===== src/rtl/sbf_pkg.sv =====
`timescale 1ns / 1ps

package sbf_pkg;

  localparam int PAT_MAX  = 32;
  localparam int MAX_TEXT = 65536;
  localparam int LEN_W    = $clog2(PAT_MAX + 2);
  localparam int CNT_W    = $clog2(MAX_TEXT + 2);
  localparam int POS_W    = 16;
  localparam int CFG_AW   = 2;
  localparam int CFG_DW   = 32;

  typedef logic [7:0]        byte_t;
  typedef logic [LEN_W-1:0]  len_t;
  typedef logic [CNT_W-1:0]  cnt_t;
  typedef logic [POS_W-1:0]  pos_t;
  typedef logic [CFG_AW-1:0] cfg_addr_t;
  typedef logic [CFG_DW-1:0] cfg_data_t;

  localparam pos_t      POS_MAX  = '1;
  localparam cfg_addr_t ADDR_DIR = '0;

  typedef enum logic {
    MODE_PATTERN = 1'b0,
    MODE_TEXT    = 1'b1
  } mode_t;

  typedef struct packed {
    logic pat_load;
    logic text_shift;
    logic text_clear;
  } cell_ctrl_t;

endpackage


===== src/rtl/sbf_ifs.sv =====
`timescale 1ns / 1ps

interface sbf_in_if;
  import sbf_pkg::*;

  logic  valid;
  logic  ready;
  mode_t mode;
  byte_t data_byte;
  logic  last_byte;

  modport source (output valid, output mode, output data_byte, output last_byte,
                  input ready);
  modport sink (input valid, input mode, input data_byte, input last_byte,
                output ready);
endinterface

interface sbf_out_if;
  import sbf_pkg::*;

  logic valid;
  logic ready;
  logic found;
  pos_t position;
  logic pattern_too_long;
  logic text_overflow;

  modport source (output valid, output found, output position,
                  output pattern_too_long, output text_overflow, input ready);
  modport sink (input valid, input found, input position,
                input pattern_too_long, input text_overflow, output ready);
endinterface


===== src/rtl/substring_search_first_last.sv =====
`timescale 1ns / 1ps
// the result item is registered at the edge that accepts the final text item
// throughput: one pattern or text item per cycle, set by the combinational compare across
//   the cell row; a waiting result does not block input unless it stays untaken
// reset: synchronous active low; clears direction, pattern length, window valid bits,
//   counters and output valid; pattern and window bytes are not cleared

module substring_search_first_last (
  input  logic              clk,
  input  logic              rst_n,
  sbf_in_if.sink            in_ch,
  sbf_out_if.source         out_ch,
  input  logic              cfg_psel,
  input  logic              cfg_penable,
  input  logic              cfg_pwrite,
  input  sbf_pkg::cfg_addr_t cfg_paddr,
  input  sbf_pkg::cfg_data_t cfg_pwdata,
  output sbf_pkg::cfg_data_t cfg_prdata,
  output logic              cfg_pready
);
  import sbf_pkg::*;

  function automatic pos_t sat_pos(input logic [31:0] v);
    return (v > 32'(POS_MAX)) ? POS_MAX : v[POS_W-1:0];
  endfunction

  logic dir_r;

  len_t len_r, len_nxt;
  logic done_r, done_nxt;
  cnt_t cnt_r, cnt_nxt, cnt_inc;
  logic seen_r, seen_nxt;
  pos_t mpos_r, mpos_nxt;

  logic out_valid_r, out_valid_nxt;
  logic found_r, found_nxt;
  pos_t pos_r, pos_nxt;
  logic tl_r, tl_nxt;
  logic ovf_r, ovf_nxt;

  logic in_acc, pat_acc, txt_acc, txt_last, restart;
  len_t len_eff;
  logic len_ok, too_long, overflow, match;
  pos_t start;
  cell_ctrl_t ctrl;

  byte_t pat_a [PAT_MAX];
  byte_t win_a [PAT_MAX];
  byte_t pat_in_a [PAT_MAX];
  byte_t win_in_a [PAT_MAX];
  logic [PAT_MAX-1:0] act_a, wv_a, act_in_a, wv_in_a, hit_a;

  // configuration port
  assign cfg_pready = 1'b1;
  assign cfg_prdata = (cfg_paddr == ADDR_DIR) ? {{(CFG_DW-1){1'b0}}, dir_r} : '0;

  always_ff @(posedge clk) begin
    if (!rst_n) begin
      dir_r <= 1'b0;
    end else if (cfg_psel && cfg_penable && cfg_pwrite && cfg_pready &&
                 (cfg_paddr == ADDR_DIR)) begin
      dir_r <= cfg_pwdata[0];
    end
  end

  // handshake
  assign in_ch.ready = !out_valid_r || out_ch.ready;
  assign in_acc      = in_ch.valid && in_ch.ready;
  assign pat_acc     = in_acc && (in_ch.mode == MODE_PATTERN);
  assign txt_acc     = in_acc && (in_ch.mode == MODE_TEXT);
  assign txt_last    = txt_acc && in_ch.last_byte;
  assign restart     = pat_acc && done_r;
  assign len_eff     = done_r ? '0 : len_r;

  assign ctrl.pat_load   = pat_acc && (len_eff < LEN_W'(PAT_MAX));
  assign ctrl.text_shift = txt_acc;
  assign ctrl.text_clear = restart || txt_last;

  // cell row
  for (genvar j = 0; j < PAT_MAX; j++) begin : g_cell
    if (j == 0) begin : g_head
      assign pat_in_a[j] = in_ch.data_byte;
      assign win_in_a[j] = in_ch.data_byte;
      assign act_in_a[j] = 1'b1;
      assign wv_in_a[j]  = 1'b1;
    end else begin : g_link
      assign pat_in_a[j] = pat_a[j-1];
      assign win_in_a[j] = win_a[j-1];
      assign act_in_a[j] = act_a[j-1] && !restart;
      assign wv_in_a[j]  = wv_a[j-1];
    end

    sbf_cell u_cell (
      .clk     (clk),
      .rst_n   (rst_n),
      .ctrl    (ctrl),
      .pat_in  (pat_in_a[j]),
      .act_in  (act_in_a[j]),
      .win_in  (win_in_a[j]),
      .wv_in   (wv_in_a[j]),
      .pat_out (pat_a[j]),
      .act_out (act_a[j]),
      .win_out (win_a[j]),
      .wv_out  (wv_a[j]),
      .hit     (hit_a[j])
    );
  end

  // match tracking
  assign len_ok   = (len_r != '0) && (len_r <= LEN_W'(PAT_MAX));
  assign too_long = len_r > LEN_W'(PAT_MAX);
  assign match    = txt_acc && len_ok && (&hit_a);
  assign cnt_inc  = (cnt_r <= CNT_W'(MAX_TEXT)) ? cnt_r + 1'b1 : cnt_r;
  assign overflow = cnt_inc > CNT_W'(MAX_TEXT);
  assign start    = overflow ? POS_MAX : sat_pos(32'(cnt_inc) - 32'(len_r));

  always_comb begin
    len_nxt  = len_r;
    done_nxt = done_r;
    if (pat_acc) begin
      done_nxt = in_ch.last_byte;
      if (len_eff < LEN_W'(PAT_MAX)) begin
        len_nxt = len_eff + 1'b1;
      end else begin
        len_nxt = LEN_W'(PAT_MAX + 1);
      end
    end else if (txt_acc) begin
      done_nxt = 1'b1;
    end
  end

  always_comb begin
    cnt_nxt  = cnt_r;
    seen_nxt = seen_r;
    mpos_nxt = mpos_r;
    if (txt_acc) begin
      cnt_nxt = cnt_inc;
      if (match && (dir_r || !seen_r)) begin
        seen_nxt = 1'b1;
        mpos_nxt = start;
      end
    end
  end

  // result item
  always_comb begin
    out_valid_nxt = out_valid_r && !out_ch.ready;
    found_nxt     = found_r;
    pos_nxt       = pos_r;
    tl_nxt        = tl_r;
    ovf_nxt       = ovf_r;
    if (txt_last) begin
      out_valid_nxt = 1'b1;
      tl_nxt        = too_long;
      ovf_nxt       = overflow;
      if (too_long) begin
        found_nxt = 1'b0;
        pos_nxt   = '0;
      end else if (len_r == '0) begin
        found_nxt = 1'b1;
        pos_nxt   = dir_r ? sat_pos(32'(cnt_inc)) : '0;
      end else begin
        found_nxt = seen_nxt;
        pos_nxt   = seen_nxt ? mpos_nxt : '0;
      end
    end
  end

  always_ff @(posedge clk) begin
    if (!rst_n) begin
      len_r       <= '0;
      done_r      <= 1'b0;
      cnt_r       <= '0;
      seen_r      <= 1'b0;
      mpos_r      <= '0;
      out_valid_r <= 1'b0;
    end else begin
      len_r       <= len_nxt;
      done_r      <= done_nxt;
      out_valid_r <= out_valid_nxt;
      if (ctrl.text_clear) begin
        cnt_r  <= '0;
        seen_r <= 1'b0;
        mpos_r <= '0;
      end else begin
        cnt_r  <= cnt_nxt;
        seen_r <= seen_nxt;
        mpos_r <= mpos_nxt;
      end
    end
  end

  always_ff @(posedge clk) begin
    found_r <= found_nxt;
    pos_r   <= pos_nxt;
    tl_r    <= tl_nxt;
    ovf_r   <= ovf_nxt;
  end

  assign out_ch.valid            = out_valid_r;
  assign out_ch.found            = found_r;
  assign out_ch.position         = pos_r;
  assign out_ch.pattern_too_long = tl_r;
  assign out_ch.text_overflow    = ovf_r;

  a_last_gives_result: assert property (@(posedge clk) disable iff (!rst_n)
    txt_last |=> out_valid_r)
    else $error("final text item gave no result");

  a_pattern_no_result: assert property (@(posedge clk) disable iff (!rst_n)
    pat_acc |=> !out_valid_r)
    else $error("pattern item produced a result");

  a_len_range: assert property (@(posedge clk) disable iff (!rst_n)
    len_r <= LEN_W'(PAT_MAX + 1))
    else $error("pattern length out of range");

  a_too_long_not_found: assert property (@(posedge clk) disable iff (!rst_n)
    out_valid_r |-> !(found_r && tl_r))
    else $error("too long pattern reported as found");

  a_cleared_after_text: assert property (@(posedge clk) disable iff (!rst_n)
    txt_last |=> (cnt_r == '0) && !seen_r && (wv_a == '0))
    else $error("text state not cleared after final item");

endmodule


===== src/rtl/sbf_cell.sv =====
`timescale 1ns / 1ps

module sbf_cell (
  input  logic               clk,
  input  logic               rst_n,
  input  sbf_pkg::cell_ctrl_t ctrl,
  input  sbf_pkg::byte_t     pat_in,
  input  logic               act_in,
  input  sbf_pkg::byte_t     win_in,
  input  logic               wv_in,
  output sbf_pkg::byte_t     pat_out,
  output logic               act_out,
  output sbf_pkg::byte_t     win_out,
  output logic               wv_out,
  output logic               hit
);
  import sbf_pkg::*;

  byte_t pat_r;
  byte_t win_r;
  logic  act_r;
  logic  wv_r;

  // pattern byte and window byte, no reset needed
  always_ff @(posedge clk) begin
    if (ctrl.pat_load) begin
      pat_r <= pat_in;
    end
    if (ctrl.text_shift) begin
      win_r <= win_in;
    end
  end

  always_ff @(posedge clk) begin
    if (!rst_n) begin
      act_r <= 1'b0;
      wv_r  <= 1'b0;
    end else begin
      if (ctrl.pat_load) begin
        act_r <= act_in;
      end
      if (ctrl.text_clear) begin
        wv_r <= 1'b0;
      end else if (ctrl.text_shift) begin
        wv_r <= wv_in;
      end
    end
  end

  // compare against the byte that moves in on this item
  assign hit     = !act_r || (wv_in && (win_in == pat_r));
  assign pat_out = pat_r;
  assign act_out = act_r;
  assign win_out = win_r;
  assign wv_out  = wv_r;

endmodule


===== src/flat_wrapper.sv =====
// flat-port wrapper written by rule: the top's interface ports become plain ports
module substring_search_first_last_flat import sbf_pkg::*;
  (clk, rst_n, cfg_psel, cfg_penable, cfg_pwrite, cfg_paddr, cfg_pwdata, cfg_prdata, cfg_pready, in_ch_valid, in_ch_mode, in_ch_data_byte, in_ch_last_byte, in_ch_ready, out_ch_valid, out_ch_found, out_ch_position, out_ch_pattern_too_long, out_ch_text_overflow, out_ch_ready);
  sbf_in_if in_ch_i ();
  sbf_out_if out_ch_i ();
  input  logic clk;
  input  logic rst_n;
  input  logic cfg_psel;
  input  logic cfg_penable;
  input  logic cfg_pwrite;
  input  sbf_pkg::cfg_addr_t cfg_paddr;
  input  sbf_pkg::cfg_data_t cfg_pwdata;
  output sbf_pkg::cfg_data_t cfg_prdata;
  output logic cfg_pready;
  input wire logic [$bits(in_ch_i.valid)-1:0] in_ch_valid;
  input wire logic [$bits(in_ch_i.mode)-1:0] in_ch_mode;
  input wire logic [$bits(in_ch_i.data_byte)-1:0] in_ch_data_byte;
  input wire logic [$bits(in_ch_i.last_byte)-1:0] in_ch_last_byte;
  output wire logic [$bits(in_ch_i.ready)-1:0] in_ch_ready;
  output wire logic [$bits(out_ch_i.valid)-1:0] out_ch_valid;
  output wire logic [$bits(out_ch_i.found)-1:0] out_ch_found;
  output wire logic [$bits(out_ch_i.position)-1:0] out_ch_position;
  output wire logic [$bits(out_ch_i.pattern_too_long)-1:0] out_ch_pattern_too_long;
  output wire logic [$bits(out_ch_i.text_overflow)-1:0] out_ch_text_overflow;
  input wire logic [$bits(out_ch_i.ready)-1:0] out_ch_ready;
  assign in_ch_i.valid = in_ch_valid;
  assign in_ch_i.mode = in_ch_mode;
  assign in_ch_i.data_byte = in_ch_data_byte;
  assign in_ch_i.last_byte = in_ch_last_byte;
  assign in_ch_ready = in_ch_i.ready;
  assign out_ch_valid = out_ch_i.valid;
  assign out_ch_found = out_ch_i.found;
  assign out_ch_position = out_ch_i.position;
  assign out_ch_pattern_too_long = out_ch_i.pattern_too_long;
  assign out_ch_text_overflow = out_ch_i.text_overflow;
  assign out_ch_i.ready = out_ch_ready;
  substring_search_first_last u_core (.clk(clk), .rst_n(rst_n), .in_ch(in_ch_i), .out_ch(out_ch_i), .cfg_psel(cfg_psel), .cfg_penable(cfg_penable), .cfg_pwrite(cfg_pwrite), .cfg_paddr(cfg_paddr), .cfg_pwdata(cfg_pwdata), .cfg_prdata(cfg_prdata), .cfg_pready(cfg_pready));
endmodule

===== config.mk =====
export PLATFORM = sky130hd
export DESIGN_NAME = substring_search_first_last_flat
export DESIGN_NICKNAME = d
export VERILOG_FILES = /design/src/rtl/sbf_pkg.sv /design/src/rtl/sbf_ifs.sv /design/src/rtl/substring_search_first_last.sv /design/src/rtl/sbf_cell.sv /design/src/flat_wrapper.sv
export SDC_FILE = /design/constraint.sdc
export NUM_CORES = 1
export LEC_CHECK = 0
export ABC_AREA = 1
export BUFFER_PORTS_ARGS = -buffer_cell sky130_fd_sc_hd__buf_4
export CAP_MARGIN = 40
export CORE_MARGIN = 1
export CORE_UTILIZATION = 50
export DETAILED_ROUTE_END_ITERATION = 12
export GPL_TIMING_DRIVEN = 0
export PLACE_DENSITY = 0.64
export SYNTH_ARGS = -nofsm -noshare
export SYNTH_HDL_FRONTEND = slang
export SYNTH_SLANG_ARGS = --single-unit

===== constraint.sdc =====
create_clock -name clk -period 20.1 [get_ports clk]
set_clock_uncertainty 0.05 [all_clocks]
set_input_delay 1.005 -clock clk [delete_from_list [all_inputs] [get_ports clk]]
set_output_delay 1.005 -clock clk [all_outputs]
set_load 0.05 [all_outputs]

# Word-level counts from Yosys, hierarchy flattened
# Index checks and enable logic that the tools add are counted.
# totals
register_bits	629
inputBits	51
out_inout_bits	54
wordCells	352
# op_classes
n_addsub	3
magnitude_cmp	7
eq_ne	32
n_mux	18
bitwise_logic	2
n_reduce_logical	153
# ops
operator	n
equality test 8 bit	32
two-way mux 16 bit	8
logical AND 1 bit	76
zero test 1 bit	36
logical OR 1 bit	35
greater-than comparator 32 x 16 -> 1 bit, second input constant	1
AND reduction 32 bit	1
subtractor 17 x 6 -> 18 bit	1
adder 17 x 1 -> 17 bit, second input constant	1
greater-than comparator 17 x 16 -> 1 bit, second input constant	1
greater-than comparator 17 bit, second input constant	1
<= comparator 17 bit, second input constant	1
two-way mux 17 bit	1
two-way mux 6 bit	2
two-way mux 1 bit	7
adder 6 x 1 -> 6 bit, second input constant	1
greater-than comparator 6 bit, second input constant	1
<= comparator 6 bit, second input constant	1
zero test 6 bit	1
< comparator 6 bit, second input constant	1
nonzero test 6 bit	1
zero test 2 bit	1
inverter 1 bit	2
nonzero test 2 bit	1
OR reduction 2 bit	1

# Depth between registers and ports, before layout
# depth
depth_word	11
depth_mapped	25

# Modules after synthesis
# A second synthesis with hierarchy kept.
# unflattened
cells_unflattened	2684
hier_area_um2	27457.6
# modules_own_cells
mod	instances	cells_each	area_per_inst_um2	seq_area_each_um2
sbf_cell	32	61	710.7	520.5
substring_search_first_last	1	732	4715.8	1431.4

# Worst setup path after synthesis
# Ideal clock, no wire load.
# synth_path
path_kind	input to register
from	in out_ch_ready
to	reg u_core.g_cell[0].u_cell.pat_r[0], enable pin
setup_ns	0.722
arrival_ns	9.453
required_time_ns	19.328
path_slack_ns	9.875
path_stages	9
path_buffers	1
path_cell_list	inv_1 > nand2_1 > nand2_1 > nor2_1 > inv_2 > nor2_1 > nor2_1 > inv_1 > clkbuf_1
# synth_lines
element	line	source
start: declaration	flat_wrapper.sv:25	input wire logic [$bits(out_ch_i.ready)-1:0] out_ch_ready;
end signal: assignment	sbf_cell.sv:27	pat_r <= pat_in;
end: declaration	sbf_cell.sv:19	byte_t pat_r;

# Final worst setup path
# layout_path
from	reg u_core.cnt_r[0]
to	reg u_core.pos_r[3] (netlist: u_core.out_ch.position[3]) (data pin)
# layout_via
elab_chain_len	10
elab_cells_between_ends	15
classes_between	2 x add/sub; 4 x order compare; 9 x mux
# layout_lines
element	line	source
start: declaration	substring_search_first_last.sv:31	cnt_t cnt_r, cnt_nxt, cnt_inc;
start signal: assignment	substring_search_first_last.sv:186	cnt_r <= cnt_nxt;
adder 17 x 1 -> 17 bit or <= comparator 17 bit (tied branches)	substring_search_first_last.sv:113	assign cnt_inc = (cnt_r <= CNT_W'(MAX_TEXT)) ? cnt_r + 1'b1 : cnt_r;
two-way mux 17 bit (*)	substring_search_first_last.sv:113	
subtractor 17 x 6 -> 18 bit	substring_search_first_last.sv:115	assign start = overflow ? POS_MAX : sat_pos(32'(cnt_inc) - 32'(len_r));
greater-than comparator 32 x 16 -> 1 bit	substring_search_first_last.sv:24	return (v > 32'(POS_MAX)) ? POS_MAX : v[POS_W-1:0];
two-way mux 16 bit	substring_search_first_last.sv:24	
two-way mux 16 bit	substring_search_first_last.sv:115	
two-way mux 16 bit	substring_search_first_last.sv:138	if (match && (dir_r || !seen_r)) begin
two-way mux 16 bit	substring_search_first_last.sv:136	if (txt_acc) begin
two-way mux 16 bit	substring_search_first_last.sv:164	pos_nxt = seen_nxt ? mpos_nxt : '0;
two-way mux 16 bit (*)	substring_search_first_last.sv:159	end else if (len_r == '0) begin
end signal: assignment	substring_search_first_last.sv:195	pos_r <= pos_nxt;
end: declaration	substring_search_first_last.sv:37	pos_t pos_r, pos_nxt;
# Mark *: on every way between the ends. The rest lies on a longest branch, timed or not.
# A chain may end at the register's enable or synchronous reset.

==> results by group <==
Yosys
  • Simple-gate portion of the synthesized area: 0.1691
  • Post-synthesis register bit count: around 630
  • Synth Area in Compound Gates: 0.04931
  • Syn Area/Cell: roughly 11 um2
  • Top FF cell, synth: edfxtp_1
  • Main combinational cell family by area after synthesis: simple AND/OR/NAND/NOR gates
  • Post-synth top area share: 0.5992
  • Post-Syn Area: 26210 um2
  • Sequential-to-total area share from yosys stat: 0.6802
  • FFs w/ async S/R, synth: 0
  • Gate Count Post-Synth: approximately 2.4k
  • Synthesized-area fraction occupied by adder cells: 0.005060
  • Top post-synthesis cells by count: 571 x nand2_1, 523 x edfxtp_1, 305 x inv_1
  • Post-synthesis mux area share: 0
  • Synth area leaders: edfxtp_1 60%, nand2_1 8.2%, dfxtp_1 8.1%
  • Count leader, synth: nand2_1
  • Post-synth top area cell: edfxtp_1
  • YS warnings: 0
  • XOR/XNOR Fraction of Synth Area: 0.03542
  • Post-synth EDFFs: 523
  • Yosys cell types: 47

Clock network
  • H-tree depth: 2
  • CTS Hold Buffers Added: 0
  • CTS Buf Count: 61
  • Post-CTS Resized: 0
  • Skew-Pair Late Insertion Delay: roughly 0.63 ns
  • Reg clk slew, reported paths: approximately 0.06 ns
  • # Post-CTS Setup Buffers: 0
  • Sink Count: 629
  • CTS tree: done
  • Clock buffer depth: 3
  • CTS Root Cell: clkbuf_16

Final layout
  • Share of cells above drive strength 1: 0.1174
  • NumNets Final: ~2.6k
  • Area Growth Syn to Fin: 14.15%

Setup path
  • Depth of the worst register-to-register path: 23
  • Worst Setup Path Type: reg -> reg
  • CP Cell Sequence: inv_2, ha_1, nand3_1, nor2_1, nand2_4, nand2_8, buf_6, nand2_1, nand2_1, inv_1, ha_1, fa_1, nor4_1, nor2_1, nand2_1, nor2_2, nand4_1, nand2_1, nor2_4, buf_8, nand3_2, nand3_1, nand2_1
  • FF-to-FF setup slack: about 16 ns
  • Worst R2R Start: u_core.cnt_r[0]
  • Worst path depth: 23
  • Setup crit end kind: flip-flop
  • Worst R2R End: u_core.out_ch.position[3]
  • Worst path required time: around 20 ns
  • CP top delay family: simple AND/OR/NAND/NOR gates
  • Crit-path most repeated cell: nand2_1
  • Arrival time at the worst endpoint: about 4.5 ns
  • Largest stage delay on the critical path: between 0.4 and 0.5 ns
  • Crit-path slowest cell: fa_1
  • Number of buffers and inverters on the critical path: 4
  • Crit Path Max Fanout: 10
  • CP Launch Type: flip-flop

Worst hold path
  • Hold path cells: 0
  • Hold EP: u_core.g_cell[27].u_cell.pat_out[3]
  • Hold_sp: u_core.g_cell[26].u_cell.pat_out[3]
  • Hold Crit Class: reg -> reg

GRT
  • Grt ovf: 0
  • Largest net degree at the start of global routing: just over 50
  • First-pass GRT wire length: ~83000 um
  • Initial antenna violation count: 1
  • GRT Total Usage: 0.1986
  • Vias in the first global route: between 15k and 20k

Outcome
  • Outcome: finished, final reports clean

Floorplan
  • IO Count: 105
  • Row count: 83
  • Die height: roughly 230 um
  • Die Wd: 231.0 um
  • Core region area: between 50000 and 60000 um2
  • Area of the die: between 50000 and 60000 um2
  • Initial core utilization: 0.5088

Timing
  • Tcrit/Tclk final: 0.2074
  • Setup violations, final: 0
  • Crit path time final: roughly 4.2 ns
  • Worst hold slack: just under 0.4 ns
  • Worst slew pin tran: approximately 0.72 ns
  • Slew Limit Fails: 0
  • Final hold violations: 0
  • Highest Clock Rate: 239.9 MHz
  • RSZ-0062 raised after global routing: no
  • Worst relative slew slack: 0.5181
  • Setup TNS: 0 ns

Power and ir drop
  • P_leak: between 0.01 and 0.015 uW
  • Maximum VDD drop: between 0.00006 and 0.00007 V
  • PD cells: ~98 nW/um2

Routing
  • Vias per inst: around 5
  • Antenna Violating Nets Remaining: 0
  • Drt total wl: ~52000 um
  • DR iter-0 viols: roughly 1.2k
  • Drt drc: 0
  • Vias post-DR: between 15k and 20k
  • Drt wl/cell: between 15 and 20 um
  • Drt first pass iters: 5

Placed design
  • GPL Wtd Cong: ~0.89
  • Dpl hpwl: ~36000 um
  • IO buf count: 41

Run
  • Max-Cap Viols: 0
## cells by family (layout without fill, tap and decap cells)
kind of cell	after synthesis	after routing
buffers and inverters	382	551
DFF	629	629
and+or+nand+nor	1019	1019
AOI/OAI and AO/OA	225	225
adders and majority gates	10	10
other	2	33
xor gates and xnor gates	106	106
## power breakdown
group | internal (uW) | switching, uW | total, uW
combinational | 78.5 | 159 | 237
clock | 707 | 481 | 1190
sequential | 1480 | 38.1 | 1520
## layout by cell type, fill, tap and decap left out, types with 14 or more instances in the layout
master / synthesis / layout
nand2_1: 571 / 571
edfxtp_1: 523 / 523
inv_1: 305 / 305
nor2_1: 198 / 198
dfxtp_1: 106 / 106
nand3_1: 92 / 92
xnor2_1: 88 / 88
a21oi_1: 78 / 78
buf_4: 34 / 75
o21ai_0: 70 / 70
clkbuf_16: 0 / 64
or2_2: 50 / 50
clkbuf_1: 26 / 41
nand4_1: 33 / 33
conb_1: 2 / 32
xor2_1: 18 / 18
nor3_1: 17 / 17
o21ai_1: 16 / 16
nand2_2: 15 / 15
o21a_1: 14 / 14
## worst reg2reg max path: cells and delay by family (launching register included)
family	cells	cell delay, ns
fa+ha+maj	3	0.92
buf+inv	4	0.50
simple gates	16	2.07
flops	1	0.38
## layout make-up
type                    count  area (um2)
clock buffers              90        1789
clock inverters            26       330.3
diodes                      1       2.502
well taps                 680       850.8
fillers                  4267       21590
multi-input cells        1392        6907
repair buffers             53       615.6
inverters                 319        1197
plain buffers              63       397.9
flip-flops and latches    629       17830
## metrics by stage
stage	cell area (um2)	power (uW)	std cells	util	worst slack (ns)
2_1_floorplan	26320	1725	2403	-	9.875
6_report	29920	2944	3253	0.5808	15.93
3_3_place_gp	27480	1800	3124	0.5335	5.495
5_1_grt	29910	3054	3252	0.5808	15.64
3_5_place_dp	27800	1783	3136	0.5396	15.98
4_1_cts	29910	2970	3252	0.5808	15.95
## registers in the layout, indices dropped and copies added (netlist names)
| name | flops |
|---|---|
| u_core.g_cell.u_cell.win_out | 248 |
| u_core.mpos_r | 16 |
| u_core.done_r | 1 |
| u_core.g_cell.u_cell.act_out | 32 |
| u_core.g_cell.u_cell.pat_out | 256 |
| u_core.out_ch.valid | 1 |
| u_core.dir_r | 1 |
| u_core.cnt_r | 17 |
| u_core.seen_r | 1 |
| u_core.len_r | 6 |
| u_core.out_ch.text_overflow | 1 |
| u_core.out_ch.position | 16 |
| u_core.out_ch.found | 1 |
| u_core.out_ch.pattern_too_long | 1 |
| u_core.g_cell.u_cell.wv_out | 31 |
## metal layers
metal	track usage	share of wire
met1	0.2553	0.43
met2	0.3361	0.49
met3	0.04002	0.050
met4	0.06519	0.026
met5	0	0.00025
## worst max path at each step
| stage | from | slack, ns | endpoint |
|---|---|---|---|
| global placement | out_ch_ready | 5.50 | u_core.len_r[2] |
| detailed placement | u_core.cnt_r[0] | 15.98 | u_core.out_ch.position[4] |
| floorplan | out_ch_ready | 9.88 | u_core.g_cell[0].u_cell.pat_out[0] |
| CTS | u_core.cnt_r[0] | 15.95 | u_core.out_ch.position[4] |
| finish | u_core.cnt_r[0] | 15.93 | u_core.out_ch.position[3] |
| global route | u_core.cnt_r[0] | 15.64 | u_core.out_ch.position[14] |
Note: power is estimated with default switching activity, not from simulation.
